### config.mk
export PLATFORM = sky130hd
export DESIGN_NAME = log_record_field_parser_flat
export DESIGN_NICKNAME = d
export VERILOG_FILES = /design/src/rtl/core/lrfp_pkg.sv /design/src/rtl/core/lrfp_if.sv /design/src/rtl/core/log_record_field_parser.sv /design/src/flat_wrapper.sv
export SDC_FILE = /design/constraint.sdc
export NUM_CORES = 1
export LEC_CHECK = 0
export ABC_AREA = 0
export BUFFER_PORTS_ARGS = -buffer_cell sky130_fd_sc_hd__clkbuf_2
export CAP_MARGIN = 10
export CORE_AREA = 4 4 175 160
export DETAILED_ROUTE_END_ITERATION = 16
export DIE_AREA = 0 0 179 164
export PLACE_DENSITY = 0.59
export SYNTH_ARGS = -nofsm -noshare
export SYNTH_HDL_FRONTEND = slang
export SYNTH_SLANG_ARGS = --single-unit
### constraint.sdc
create_clock -name clk -period 5.1 [get_ports clk]
set_input_delay 1.02 -clock clk [delete_from_list [all_inputs] [get_ports clk]]
set_output_delay 1.02 -clock clk [all_outputs]
set_load 0.05 [all_outputs]
### src/rtl/core/lrfp_pkg.sv
// Shared constants and types for the log record field parser.
`timescale 1ns / 1ps

package lrfp_pkg;

	// Configuration port geometry.
	localparam int PADDR_W = 2;
	localparam int PDATA_W = 32;
	localparam logic [PADDR_W-1:0] ADDR_EXPECTED_ID = 2'd0;

	// Field widths.
	localparam int CHAR_W   = 8;
	localparam int ID_W     = 16;
	localparam int YEAR_W   = 16;
	localparam int SMALL_W  = 8;
	localparam int STATUS_W = 2;
	localparam int NUM_SMALL = 5;
	localparam int FIELD_CNT = 6;

	localparam logic [ID_W-1:0] EXPECTED_ID_RESET = 16'd1;

	// Result status codes.
	localparam logic [STATUS_W-1:0] STATUS_STORED    = 2'd0;
	localparam logic [STATUS_W-1:0] STATUS_CORRUPTED = 2'd1;
	localparam logic [STATUS_W-1:0] STATUS_BAD_TIME  = 2'd2;

	// Number scanner phases.
	localparam logic [1:0] PH_SKIP_WS = 2'd0;
	localparam logic [1:0] PH_SIGN    = 2'd1;
	localparam logic [1:0] PH_DIGITS  = 2'd2;
	localparam logic [1:0] PH_DONE    = 2'd3;

	// Characters of interest.
	localparam logic [CHAR_W-1:0] CH_NUL   = 8'h00;
	localparam logic [CHAR_W-1:0] CH_SLASH = 8'h2F;
	localparam logic [CHAR_W-1:0] CH_COLON = 8'h3A;
	localparam logic [CHAR_W-1:0] CH_PLUS  = 8'h2B;
	localparam logic [CHAR_W-1:0] CH_MINUS = 8'h2D;
	localparam logic [CHAR_W-1:0] CH_ZERO  = 8'h30;
	localparam logic [CHAR_W-1:0] CH_NINE  = 8'h39;
	localparam logic [CHAR_W-1:0] CH_A     = 8'h61;
	localparam logic [CHAR_W-1:0] CH_B     = 8'h62;
	localparam logic [CHAR_W-1:0] CH_C     = 8'h63;

	// Limits of the counters.
	localparam logic [1:0] SLASH_MAX = 2'd2;
	localparam logic [2:0] COLON_MAX = 3'd5;
	localparam logic [2:0] SECOND_IDX = 3'd5;
	localparam logic [FIELD_CNT-1:0] ALL_FIELDS_OK = 6'h3F;

	typedef logic [CHAR_W-1:0] char_t;

endpackage

### src/rtl/core/lrfp_if.sv
// Valid/ready channel interfaces for the byte input and the parsed result output.
`timescale 1ns / 1ps

interface lrfp_in_if;
	import lrfp_pkg::*;
	logic  valid;
	logic  ready;
	char_t char_in;
	logic  end_of_message;
	modport source(output valid, output char_in, output end_of_message, input ready);
	modport sink(input valid, input char_in, input end_of_message, output ready);
endinterface

interface lrfp_out_if;
	import lrfp_pkg::*;
	logic                valid;
	logic                ready;
	logic [STATUS_W-1:0] status;
	logic [YEAR_W-1:0]   year_value;
	logic [SMALL_W-1:0]  month_value;
	logic [SMALL_W-1:0]  day_value;
	logic [SMALL_W-1:0]  hour_value;
	logic [SMALL_W-1:0]  minute_value;
	logic [SMALL_W-1:0]  second_value;
	char_t               event_char;
	modport source(output valid, output status, output year_value, output month_value,
		output day_value, output hour_value, output minute_value, output second_value,
		output event_char, input ready);
	modport sink(input valid, input status, input year_value, input month_value,
		input day_value, input hour_value, input minute_value, input second_value,
		input event_char, output ready);
endinterface

### src/rtl/core/log_record_field_parser.sv
// Streaming parser for id/Y:M:D:h:m:s/E log records with an APB configuration port.
// The byte that ends the message passes through the input register, then the result register.
// One byte per cycle unless a final byte is held; the per-message state is updated from the input register.
// A byte that ends the message waits in the input register only while the result register is full.
// Reset (arst_n low, asynchronous) clears all message state and sets expected_id to 1.
`timescale 1ns / 1ps

module log_record_field_parser (
	input  logic                          clk,
	input  logic                          arst_n,
	lrfp_in_if.sink                       byte_ch,
	lrfp_out_if.source                    result_ch,
	input  logic                          psel,
	input  logic                          penable,
	input  logic                          pwrite,
	input  logic [lrfp_pkg::PADDR_W-1:0]  paddr,
	input  logic [lrfp_pkg::PDATA_W-1:0]  pwdata,
	output logic [lrfp_pkg::PDATA_W-1:0]  prdata,
	output logic                          pready
);
	import lrfp_pkg::*;

	// Configuration register.
	logic [ID_W-1:0] expected_id_q;

	// Input register stage.
	logic  valid_s1;
	char_t char_s1;
	logic  last_s1;

	// Per-message state.
	logic [1:0]           slash_q, slash_n;
	logic [2:0]           colon_q, colon_n;
	logic                 ended_q, ended_n;
	logic [1:0]           phase_q, phase_n;
	logic                 neg_q, neg_n;
	logic                 has_digit_q, has_digit_n;
	logic [ID_W-1:0]      value_q, value_n;
	logic                 over_q, over_n;
	logic                 id_match_q, id_match_n;
	logic [YEAR_W-1:0]    year_q, year_n;
	logic [SMALL_W-1:0]   small_q [NUM_SMALL];
	logic [SMALL_W-1:0]   small_n [NUM_SMALL];
	logic [FIELD_CNT-1:0] tf_ok_q, tf_ok_n;
	char_t                event_q, event_n;
	logic                 pending_q, pending_n;

	// Step control and result.
	logic                out_free;
	logic                s1_adv;
	logic                feed;
	logic                commit;
	logic [2:0]          commit_idx;
	logic                commit_ok;
	logic [ID_W-1:0]     commit_val;
	logic                is_digit;
	logic [19:0]         prod;
	char_t               ev;
	logic                ev_ok;
	logic [STATUS_W-1:0] status_n;

	// APB access: always ready, single register at address zero.
	assign pready = 1'b1;
	assign prdata = (paddr == ADDR_EXPECTED_ID) ? {{(PDATA_W-ID_W){1'b0}}, expected_id_q}
		: '0;

	always_ff @(posedge clk or negedge arst_n) begin
		if (!arst_n) begin
			expected_id_q <= EXPECTED_ID_RESET;
		end else if (psel && penable && pwrite && pready && (paddr == ADDR_EXPECTED_ID)) begin
			expected_id_q <= pwdata[ID_W-1:0];
		end
	end

	// Handshake: the input register advances unless it holds a final byte and the
	// result register cannot take a new result.
	assign out_free      = !result_ch.valid || result_ch.ready;
	assign s1_adv        = valid_s1 && (!last_s1 || out_free);
	assign byte_ch.ready = !valid_s1 || s1_adv;

	always_ff @(posedge clk or negedge arst_n) begin
		if (!arst_n) begin
			valid_s1 <= 1'b0;
		end else if (byte_ch.ready) begin
			valid_s1 <= byte_ch.valid;
		end
	end

	always_ff @(posedge clk) begin
		if (byte_ch.ready && byte_ch.valid) begin
			char_s1 <= byte_ch.char_in;
			last_s1 <= byte_ch.end_of_message;
		end
	end

	// Next state for the byte in the input register.
	always_comb begin
		slash_n     = slash_q;
		colon_n     = colon_q;
		ended_n     = ended_q;
		phase_n     = phase_q;
		neg_n       = neg_q;
		has_digit_n = has_digit_q;
		value_n     = value_q;
		over_n      = over_q;
		id_match_n  = id_match_q;
		year_n      = year_q;
		small_n     = small_q;
		tf_ok_n     = tf_ok_q;
		event_n     = event_q;
		pending_n   = pending_q;
		feed        = 1'b0;
		commit      = 1'b0;
		commit_idx  = SECOND_IDX;

		is_digit   = (char_s1 >= CH_ZERO) && (char_s1 <= CH_NINE);
		prod       = ({4'b0, value_q} << 3) + ({4'b0, value_q} << 1) + {16'b0, char_s1[3:0]};
		commit_ok  = has_digit_q && (!neg_q || (value_q == '0));
		commit_val = commit_ok ? value_q : '0;

		// Segment and field splitting.
		if (!ended_q) begin
			if (char_s1 == CH_NUL) begin
				ended_n = 1'b1;
			end else if (char_s1 == CH_SLASH) begin
				if (slash_q == 2'd0) begin
					id_match_n = has_digit_q && !over_q && (!neg_q || (value_q == '0))
						&& (value_q == expected_id_q);
				end else if (slash_q == 2'd1) begin
					commit     = 1'b1;
					commit_idx = SECOND_IDX;
				end
				if (slash_q < SLASH_MAX) begin
					slash_n = slash_q + 2'd1;
				end
				phase_n     = PH_SKIP_WS;
				neg_n       = 1'b0;
				has_digit_n = 1'b0;
				value_n     = '0;
				over_n      = 1'b0;
				event_n     = CH_NUL;
				pending_n   = 1'b1;
			end else begin
				if (pending_q) begin
					event_n   = char_s1;
					pending_n = 1'b0;
				end
				if (slash_q == 2'd0) begin
					feed = 1'b1;
				end else if (slash_q == 2'd1) begin
					if (char_s1 == CH_COLON) begin
						if (colon_q < COLON_MAX) begin
							commit     = 1'b1;
							commit_idx = colon_q;
							colon_n    = colon_q + 3'd1;
						end
						phase_n     = PH_SKIP_WS;
						neg_n       = 1'b0;
						has_digit_n = 1'b0;
						value_n     = '0;
						over_n      = 1'b0;
					end else begin
						feed = 1'b1;
					end
				end
			end
		end

		// Store a finished time field.
		if (commit) begin
			if (commit_idx == 3'd0) begin
				year_n = commit_val;
			end else begin
				small_n[3'(commit_idx - 3'd1)] = (commit_val > 16'd255) ? 8'hFF
					: commit_val[SMALL_W-1:0];
			end
			tf_ok_n[commit_idx] = commit_ok;
		end

		// Number scanner: whitespace, sign, then saturating decimal digits.
		if (feed) begin
			if ((phase_q == PH_SKIP_WS) && (char_s1 inside {8'h20, [8'h09:8'h0D]})) begin
				phase_n = PH_SKIP_WS;
			end else if ((phase_q == PH_SKIP_WS) &&
					((char_s1 == CH_PLUS) || (char_s1 == CH_MINUS))) begin
				neg_n   = (char_s1 == CH_MINUS);
				phase_n = PH_SIGN;
			end else if (phase_q == PH_DONE) begin
				phase_n = PH_DONE;
			end else if (!is_digit) begin
				phase_n = PH_DONE;
			end else begin
				phase_n     = PH_DIGITS;
				has_digit_n = 1'b1;
				if (prod > 20'hFFFF) begin
					value_n = 16'hFFFF;
					over_n  = 1'b1;
				end else begin
					value_n = prod[ID_W-1:0];
				end
			end
		end

		// Result status from the state after this byte.
		ev    = (slash_n != 2'd0) ? event_n : CH_NUL;
		ev_ok = (ev == CH_A) || (ev == CH_B) || (ev == CH_C);
		if (!id_match_n || !ev_ok) begin
			status_n = STATUS_CORRUPTED;
		end else if (tf_ok_n != ALL_FIELDS_OK) begin
			status_n = STATUS_BAD_TIME;
		end else begin
			status_n = STATUS_STORED;
		end
	end

	// Message state update; the final byte of a message clears everything.
	always_ff @(posedge clk or negedge arst_n) begin
		if (!arst_n) begin
			slash_q     <= '0;
			colon_q     <= '0;
			ended_q     <= 1'b0;
			phase_q     <= PH_SKIP_WS;
			neg_q       <= 1'b0;
			has_digit_q <= 1'b0;
			value_q     <= '0;
			over_q      <= 1'b0;
			id_match_q  <= 1'b0;
			year_q      <= '0;
			small_q     <= '{default: '0};
			tf_ok_q     <= '0;
			event_q     <= CH_NUL;
			pending_q   <= 1'b0;
		end else if (s1_adv) begin
			if (last_s1) begin
				slash_q     <= '0;
				colon_q     <= '0;
				ended_q     <= 1'b0;
				phase_q     <= PH_SKIP_WS;
				neg_q       <= 1'b0;
				has_digit_q <= 1'b0;
				value_q     <= '0;
				over_q      <= 1'b0;
				id_match_q  <= 1'b0;
				year_q      <= '0;
				small_q     <= '{default: '0};
				tf_ok_q     <= '0;
				event_q     <= CH_NUL;
				pending_q   <= 1'b0;
			end else begin
				slash_q     <= slash_n;
				colon_q     <= colon_n;
				ended_q     <= ended_n;
				phase_q     <= phase_n;
				neg_q       <= neg_n;
				has_digit_q <= has_digit_n;
				value_q     <= value_n;
				over_q      <= over_n;
				id_match_q  <= id_match_n;
				year_q      <= year_n;
				small_q     <= small_n;
				tf_ok_q     <= tf_ok_n;
				event_q     <= event_n;
				pending_q   <= pending_n;
			end
		end
	end

	// Result register.
	always_ff @(posedge clk or negedge arst_n) begin
		if (!arst_n) begin
			result_ch.valid <= 1'b0;
		end else if (out_free) begin
			result_ch.valid <= valid_s1 && last_s1;
		end
	end

	always_ff @(posedge clk) begin
		if (out_free && valid_s1 && last_s1) begin
			result_ch.status       <= status_n;
			result_ch.year_value   <= year_n;
			result_ch.month_value  <= small_n[0];
			result_ch.day_value    <= small_n[1];
			result_ch.hour_value   <= small_n[2];
			result_ch.minute_value <= small_n[3];
			result_ch.second_value <= small_n[4];
			result_ch.event_char   <= ev;
		end
	end

	// A new result appears only after a final byte left the input register.
	assert property (@(posedge clk) disable iff (!arst_n)
		$rose(result_ch.valid) |-> $past(valid_s1 && last_s1))
		else $error("result without a final byte");

	// A stored message always carries a valid event character.
	assert property (@(posedge clk) disable iff (!arst_n)
		(result_ch.valid && (result_ch.status == STATUS_STORED)) |->
		((result_ch.event_char == CH_A) || (result_ch.event_char == CH_B) ||
		(result_ch.event_char == CH_C)))
		else $error("stored status with a bad event character");

	// The segment and field counters stay within their saturation limits.
	assert property (@(posedge clk) disable iff (!arst_n)
		(slash_q <= SLASH_MAX) && (colon_q <= COLON_MAX))
		else $error("separator counter out of range");

	// A stalled final byte keeps the input register occupied.
	assert property (@(posedge clk) disable iff (!arst_n)
		(valid_s1 && last_s1 && !out_free) |=> valid_s1)
		else $error("final byte lost while the result register was full");

endmodule

### src/flat_wrapper.sv
// flat-port wrapper written by rule: the top's interface ports become plain ports
module log_record_field_parser_flat import lrfp_pkg::*;
  (clk, arst_n, psel, penable, pwrite, paddr, pwdata, prdata, pready, byte_ch_valid, byte_ch_char_in, byte_ch_end_of_message, byte_ch_ready, result_ch_valid, result_ch_status, result_ch_year_value, result_ch_month_value, result_ch_day_value, result_ch_hour_value, result_ch_minute_value, result_ch_second_value, result_ch_event_char, result_ch_ready);
  lrfp_in_if byte_ch_i ();
  lrfp_out_if result_ch_i ();
  input  logic clk;
  input  logic arst_n;
  input  logic psel;
  input  logic penable;
  input  logic pwrite;
  input  logic [lrfp_pkg::PADDR_W-1:0] paddr;
  input  logic [lrfp_pkg::PDATA_W-1:0] pwdata;
  output logic [lrfp_pkg::PDATA_W-1:0] prdata;
  output logic pready;
  input wire logic [$bits(byte_ch_i.valid)-1:0] byte_ch_valid;
  input wire logic [$bits(byte_ch_i.char_in)-1:0] byte_ch_char_in;
  input wire logic [$bits(byte_ch_i.end_of_message)-1:0] byte_ch_end_of_message;
  output wire logic [$bits(byte_ch_i.ready)-1:0] byte_ch_ready;
  output wire logic [$bits(result_ch_i.valid)-1:0] result_ch_valid;
  output wire logic [$bits(result_ch_i.status)-1:0] result_ch_status;
  output wire logic [$bits(result_ch_i.year_value)-1:0] result_ch_year_value;
  output wire logic [$bits(result_ch_i.month_value)-1:0] result_ch_month_value;
  output wire logic [$bits(result_ch_i.day_value)-1:0] result_ch_day_value;
  output wire logic [$bits(result_ch_i.hour_value)-1:0] result_ch_hour_value;
  output wire logic [$bits(result_ch_i.minute_value)-1:0] result_ch_minute_value;
  output wire logic [$bits(result_ch_i.second_value)-1:0] result_ch_second_value;
  output wire logic [$bits(result_ch_i.event_char)-1:0] result_ch_event_char;
  input wire logic [$bits(result_ch_i.ready)-1:0] result_ch_ready;
  assign byte_ch_i.valid = byte_ch_valid;
  assign byte_ch_i.char_in = byte_ch_char_in;
  assign byte_ch_i.end_of_message = byte_ch_end_of_message;
  assign byte_ch_ready = byte_ch_i.ready;
  assign result_ch_valid = result_ch_i.valid;
  assign result_ch_status = result_ch_i.status;
  assign result_ch_year_value = result_ch_i.year_value;
  assign result_ch_month_value = result_ch_i.month_value;
  assign result_ch_day_value = result_ch_i.day_value;
  assign result_ch_hour_value = result_ch_i.hour_value;
  assign result_ch_minute_value = result_ch_i.minute_value;
  assign result_ch_second_value = result_ch_i.second_value;
  assign result_ch_event_char = result_ch_i.event_char;
  assign result_ch_i.ready = result_ch_ready;
  log_record_field_parser u_core (.clk(clk), .arst_n(arst_n), .byte_ch(byte_ch_i), .result_ch(result_ch_i), .psel(psel), .penable(penable), .pwrite(pwrite), .paddr(paddr), .pwdata(pwdata), .prdata(prdata), .pready(pready));
endmodule
* Yosys cells after proc, flatten, opt, wreduce, memory -nomap -nowiden
Cells that the tools add are included.
Operators by class: equality and inequality tests 19, reductions and logical operators 49, muxes and demuxes 131, bitwise logic cells 1, $lt $le $gt $ge 12, $add $sub $neg 5
Operators with widths (count):
- $mux W16 | 18
- $mux W40 | 3
- $mux W1 | 64
- $mux W8 | 8
- $mux W3 | 15
- $bwmux W40 | 1
- $eq A8 B6 Y1 const B | 5
- $mux W2 | 17
- $demux W8 S3 | 1
- $eq A8 B7 Y1 const B | 3
- $add A19 B17 Y20 | 1
- $add A20 B4 Y20 | 1
- $gt A20 B16 Y1 const B | 1
- $logic_and A1 B1 Y1 | 18
- $eq A16 B16 Y1 | 1
- $gt A16 B8 Y1 const B | 1
- $logic_not A16 Y1 | 1
- $mux W6 | 2
- $reduce_bool A2 Y1 | 5
- $ge A8 B4 Y1 const B | 1
- $ge A8 B6 Y1 const B | 1
- $le A8 B4 Y1 const B | 1
- $le A8 B6 Y1 const B | 1
- $logic_not A8 Y1 | 1
- 27 further kinds | 46
Storage, ports and cells: flip-flop bits (word level) 192, output and inout port bits 101, word-level logic and storage cells 248, input bits 50

* Logic depth before layout (Yosys ltp)
depth after elaboration 18, gate-level depth with buffers 15, gate-level depth less buffers 12

* Worst setup path before layout
OpenSTA, ideal clock, no wires.
kind input to register, start point input result_ch_ready, end point register u_core.result_ch.day_value[0], enable pin, path slack 0.735 ns, arrival time 3.873 ns, library setup time 0.492 ns, cell stages on the path 2, cells stage by stage nor2b_1 nor2_1
On the way: cells in the longest elaborated chain, start to end 3
Ends and longest elaborated chain:
- start: declaration | RTL line flat_wrapper.sv:28 | input wire logic [$bits(result_ch_i.ready)-1:0] result_ch_ready;
- $logic_or A1 B1 Y1 | RTL line log_record_field_parser.sv:77 | assign out_free = !result_ch.valid || result_ch.ready;
- $logic_and A1 B1 Y1 (2 in series) | RTL line log_record_field_parser.sv:278 | if (out_free && valid_s1 && last_s1) begin
- end signal: assignment | RTL line log_record_field_parser.sv:282 | result_ch.day_value <= small_n[1];
- end: declaration | RTL line lrfp_if.sv:27 | output day_value, output hour_value, output minute_value, output second_value,
No other way between the ends. A chain may end at the register's enable or synchronous reset.

* Worst setup path after layout
start point register u_core.value_q[2], end point register u_core.value_q[6]
On the way: cells in the longest elaborated chain, start to end 10
Ends and longest elaborated chain:
- start: declaration | RTL line log_record_field_parser.sv:38 | logic [ID_W-1:0] value_q, value_n;
- start signal: assignment | RTL line log_record_field_parser.sv:256 | value_q <= value_n;
- $add A19 B17 Y20 (*) | RTL line log_record_field_parser.sv:117 | prod = ({4'b0, value_q} << 3) + ({4'b0, value_q} << 1) + {16'b0, char_s1[3:0]};
- $add A20 B4 Y20 (*) | RTL line log_record_field_parser.sv:117
- $gt A20 B16 Y1 | RTL line log_record_field_parser.sv:195 | if (prod > 20'hFFFF) begin
- $mux W16 (*) | RTL line log_record_field_parser.sv:195
- $mux W16 (*) | RTL line log_record_field_parser.sv:190 | end else if (!is_digit) begin
- $mux W16 (*) | RTL line log_record_field_parser.sv:188 | end else if (phase_q == PH_DONE) begin
- $mux W16 (*) | RTL line log_record_field_parser.sv:184 | end else if ((phase_q == PH_SKIP_WS) &&
- $mux W16 (*) | RTL line log_record_field_parser.sv:182 | if ((phase_q == PH_SKIP_WS) && (char_s1 inside {8'h20, [8'h09:8'h0D]})) begin
- $mux W16 (*) | RTL line log_record_field_parser.sv:181 | if (feed) begin
- $mux W16 (*) | RTL line log_record_field_parser.sv:234 | if (last_s1) begin
Every way passes the cells marked *; elsewhere a longest branch is shown, timed or not.

==> flow_metrics.py <==
metrics = {
    "die": {
        "ios": 151,
        "die_w_microns": 179,
        "rows": 56,
        "chipHeight_microns": 164,
        "initial_core_util_pct": 40.0,
        "core_area_sq_um": 26000,
        "fp.dieArea_sq_um": 29400,
    },
    "worst_setup_path": {
        "crit_required_ps": 5370,
        "cp.arrival_ps": 4570,
        "worstRegToRegCells": 9,
        "max_stage_delay_ps": 920,
        "cp-start-kind": "flop",
        "r2r-end": "u_core.value_q[6]",
        "rrSetupSlack_ps": 800,
        "path_class": "reg2reg",
        "r2r-start": "u_core.value_q[2]",
        "startpoint": "u_core.value_q[2]",
        "cpMaxStageDelayCell": "or4_1",
        "cp-end-kind": "flop",
        "critPathMostFrequentCell": "fa_1",
        "path_cells": "fa_1 -> fa_1 -> a21o_1 -> a221oi_2 -> o221a_2 -> a21oi_1 -> or4_1 -> o41ai_1 -> a22oi_1",
        "cp_max_fo": 25,
    },
    "drt": {
        "drt_iter0_drc": 687,
        "wl_per_cell_microns": 17.5,
        "ant_nets": 0,
        "dr.pass1.iters": 5,
        "wl_microns": 25800,
        "drc": 0,
        "routed_via_density": 5.52,
        "via_count": 8133,
    },
    "synthesis": {
        "yosysSeqAreaShare_pct": 49.9,
        "synth_area_sq_um": 10400,
        "ys_warn_count": 0,
        "synth_top_cell_by_area": "dfrtp_1",
        "synth_area_leaders": "dfrtp_1 28%, edfxtp_1 22%, nand2_1 6.1%",
        "ys.flop_type": "dfrtp_1",
        "synth_seq_cells": 192,
        "syn_area_per_cell_sq_um": 10.1,
        "ys_types": 71,
        "synth_edf_count": 75,
        "yosysMostFrequentCell": "nand2_1",
        "synth-async-reset-ratio_pct": 60.9,
        "synthTopCellsByCount": "168 x nand2_1, 116 x dfrtp_1, 109 x o21ai_0, 75 x edfxtp_1, 59 x clkbuf_1",
        "synthCells": 1029,
        "synth_top_area_share_pct": 27.9,
    },
    "timing": {
        "finalMaxSlewViolations": 0,
        "min_period_over_period_pct": 84.3,
        "max_freq_ghz": 0.233,
        "setup_viol": 0,
        "clock_skew_ps": 14.5,
        "slew_headroom_pct": 34.2,
        "setup_ws_ps": 801,
        "tns_ps": 0,
        "final.min_clock_period_ps": 4300,
        "worst_slew_pin_slew_ps": 980,
        "final-hold-violation-count": 0,
        "rsz0062_at_grt": "no",
    },
    "global_routing": {
        "overflow": 0,
        "grt_pass1_wl_microns": 41600,
        "grt_pass1_vias": 7539,
        "antenna_found_initial": 0,
        "grt_max_degree": 68,
        "grt_usage_pct": 17.8,
    },
    "clock_tree": {
        "holdBufCountCts": 0,
        "numCtsBuffers": 17,
        "clock_path_buffers": 2,
        "cts_root_buf": "clkbuf_16",
        "cts_max_level": 4,
        "cts_resized": 0,
        "clock_latency_ps": 450,
        "cts_sinks": 192,
        "clk_pin_slew_ps": 80,
        "cts_setup_buffers": 0,
        "cts_tree": "yes",
    },
    "run_status": {
        "status": "completed",
    },
    "pwr": {
        "vdd_drop_max_mv": 0.221,
        "total_power_mw": 4.37,
        "p_leak_nw": 4.92,
        "powerDensity_nw_per_um2": 369,
    },
    "cells_and_area": {
        "area_delta_synth_final_pct": 14.0,
        "layout.nets": 1201,
        "diodes": 0,
        "fin_util_pct": 45.5,
        "drive_gt1_share_pct": 17.9,
    },
    "place": {
        "io_buffer_count": 117,
        "place.gp.congestion": 0.864,
        "dpl.hpwl_microns": 17900,
        "place_ws_ps": 829,
    },
    "worst_hold_path": {
        "hp-start": "u_core.has_digit_q",
        "holdPathStages": 2,
        "min_to": "u_core.has_digit_q",
        "hp-class": "reg2reg",
    },
    "flow_run": {
        "drv_cap": 0,
    },
}
-- layout make-up --
type	count	area [sq um]
inverter	8	30.0
clock buffer	17	425
clock inverter	15	206
fill	2504	14200
timing repair buffer	135	723
multi-input combinational	758	4840
tap	348	435
sequential	192	5180
-- through the flow --
step	cells	hold slack (ps)	instance area, sq um
2_1_floorplan	1044	431	10400
3_3_place_gp	1441	462	11200
3_5_place_dp	1441	465	11200
4_1_cts	1473	485	11800
5_1_grt	1473	502	11800
6_report	1473	480	11800
-- state kept, by name (all words and copies together) (netlist names), 3 cells and up --
register / flops
u_core.small_q: 40
u_core.expected_id_q: 16
u_core.result_ch.year_value: 16
u_core.value_q: 16
u_core.year_q: 16
u_core.char_s1: 8
u_core.event_q: 8
u_core.result_ch.day_value: 8
u_core.result_ch.event_char: 8
u_core.result_ch.hour_value: 8
u_core.result_ch.minute_value: 8
u_core.result_ch.month_value: 8
u_core.result_ch.second_value: 8
u_core.tf_ok_q: 6
u_core.colon_q: 3
-- per-layer routing --
layer	global-route usage [%]	wire, microns	share of wire, %	vias up
met5	0	0	0	-
met4	4.64	344	1.3	0
met3	3.18	1370	5.3	24
met2	27.2	11700	45	234
met1	26.3	12400	48	3925
li1	-	-	-	3950
-- how the worst max path moves through the flow --
stage                               endpoint
6_report                   u_core.value_q[6]
5_1_grt                    u_core.value_q[6]
4_1_cts                    u_core.value_q[6]
3_5_place_dp               u_core.value_q[6]
3_3_place_gp               u_core.value_q[7]
2_1_floorplan  u_core.result_ch.day_value[0]
-- critical path, delay by kind of cell, from the launching register on --
family	cells	cell delay [ps]
AND/OR/NAND/NOR	1	920
adder cells (fa/ha/maj)	2	1010
flip-flops	1	600
AO/OA/AOI/OAI	6	1580
-- kinds of logic after synthesis --
family | Yosys count | synth area share, %
AO/OA/AOI/OAI | 299 | 18.8
XOR/XNOR | 26 | 2.19
adder cells (fa/ha/maj) | 39 | 4.84
buffers and inverters | 94 | 4.30
flip-flops | 192 | 49.9
multiplexers | 22 | 2.37
other | 2 | 0.0723
AND/OR/NAND/NOR | 355 | 17.5
-- layout by cell type (no fill, tap or decap), types with 8 or more instances in the layout --
master,instances
mux2_2,17
a32o_1,13
a21oi_1,40
clkbuf_2,116
nand2b_1,15
inv_1,8
o211ai_1,28
clkbuf_16,17
o31ai_1,8
dfrtp_1,116
nand2_1,167
a22o_1,19
and2_1,20
nor2_1,24
o21ai_0,109
nor2b_1,8
nor3_1,8
conb_1,17
a22oi_1,32
and3_1,12
nand3_1,15
ha_1,37
xor2_1,15
nand3b_1,29
buf_4,19
nor4_1,20
xnor2_1,11
edfxtp_1,75
-- power by group --
group / internal (mW) / total, mW / switching, mW
registers: 1.78 / 1.99 / 0.204
logic: 0.351 / 0.992 / 0.640
clock network: 0.679 / 1.39 / 0.714
total: 2.82 / 4.37 / 1.56
Power figures use the tool's default switching activity.
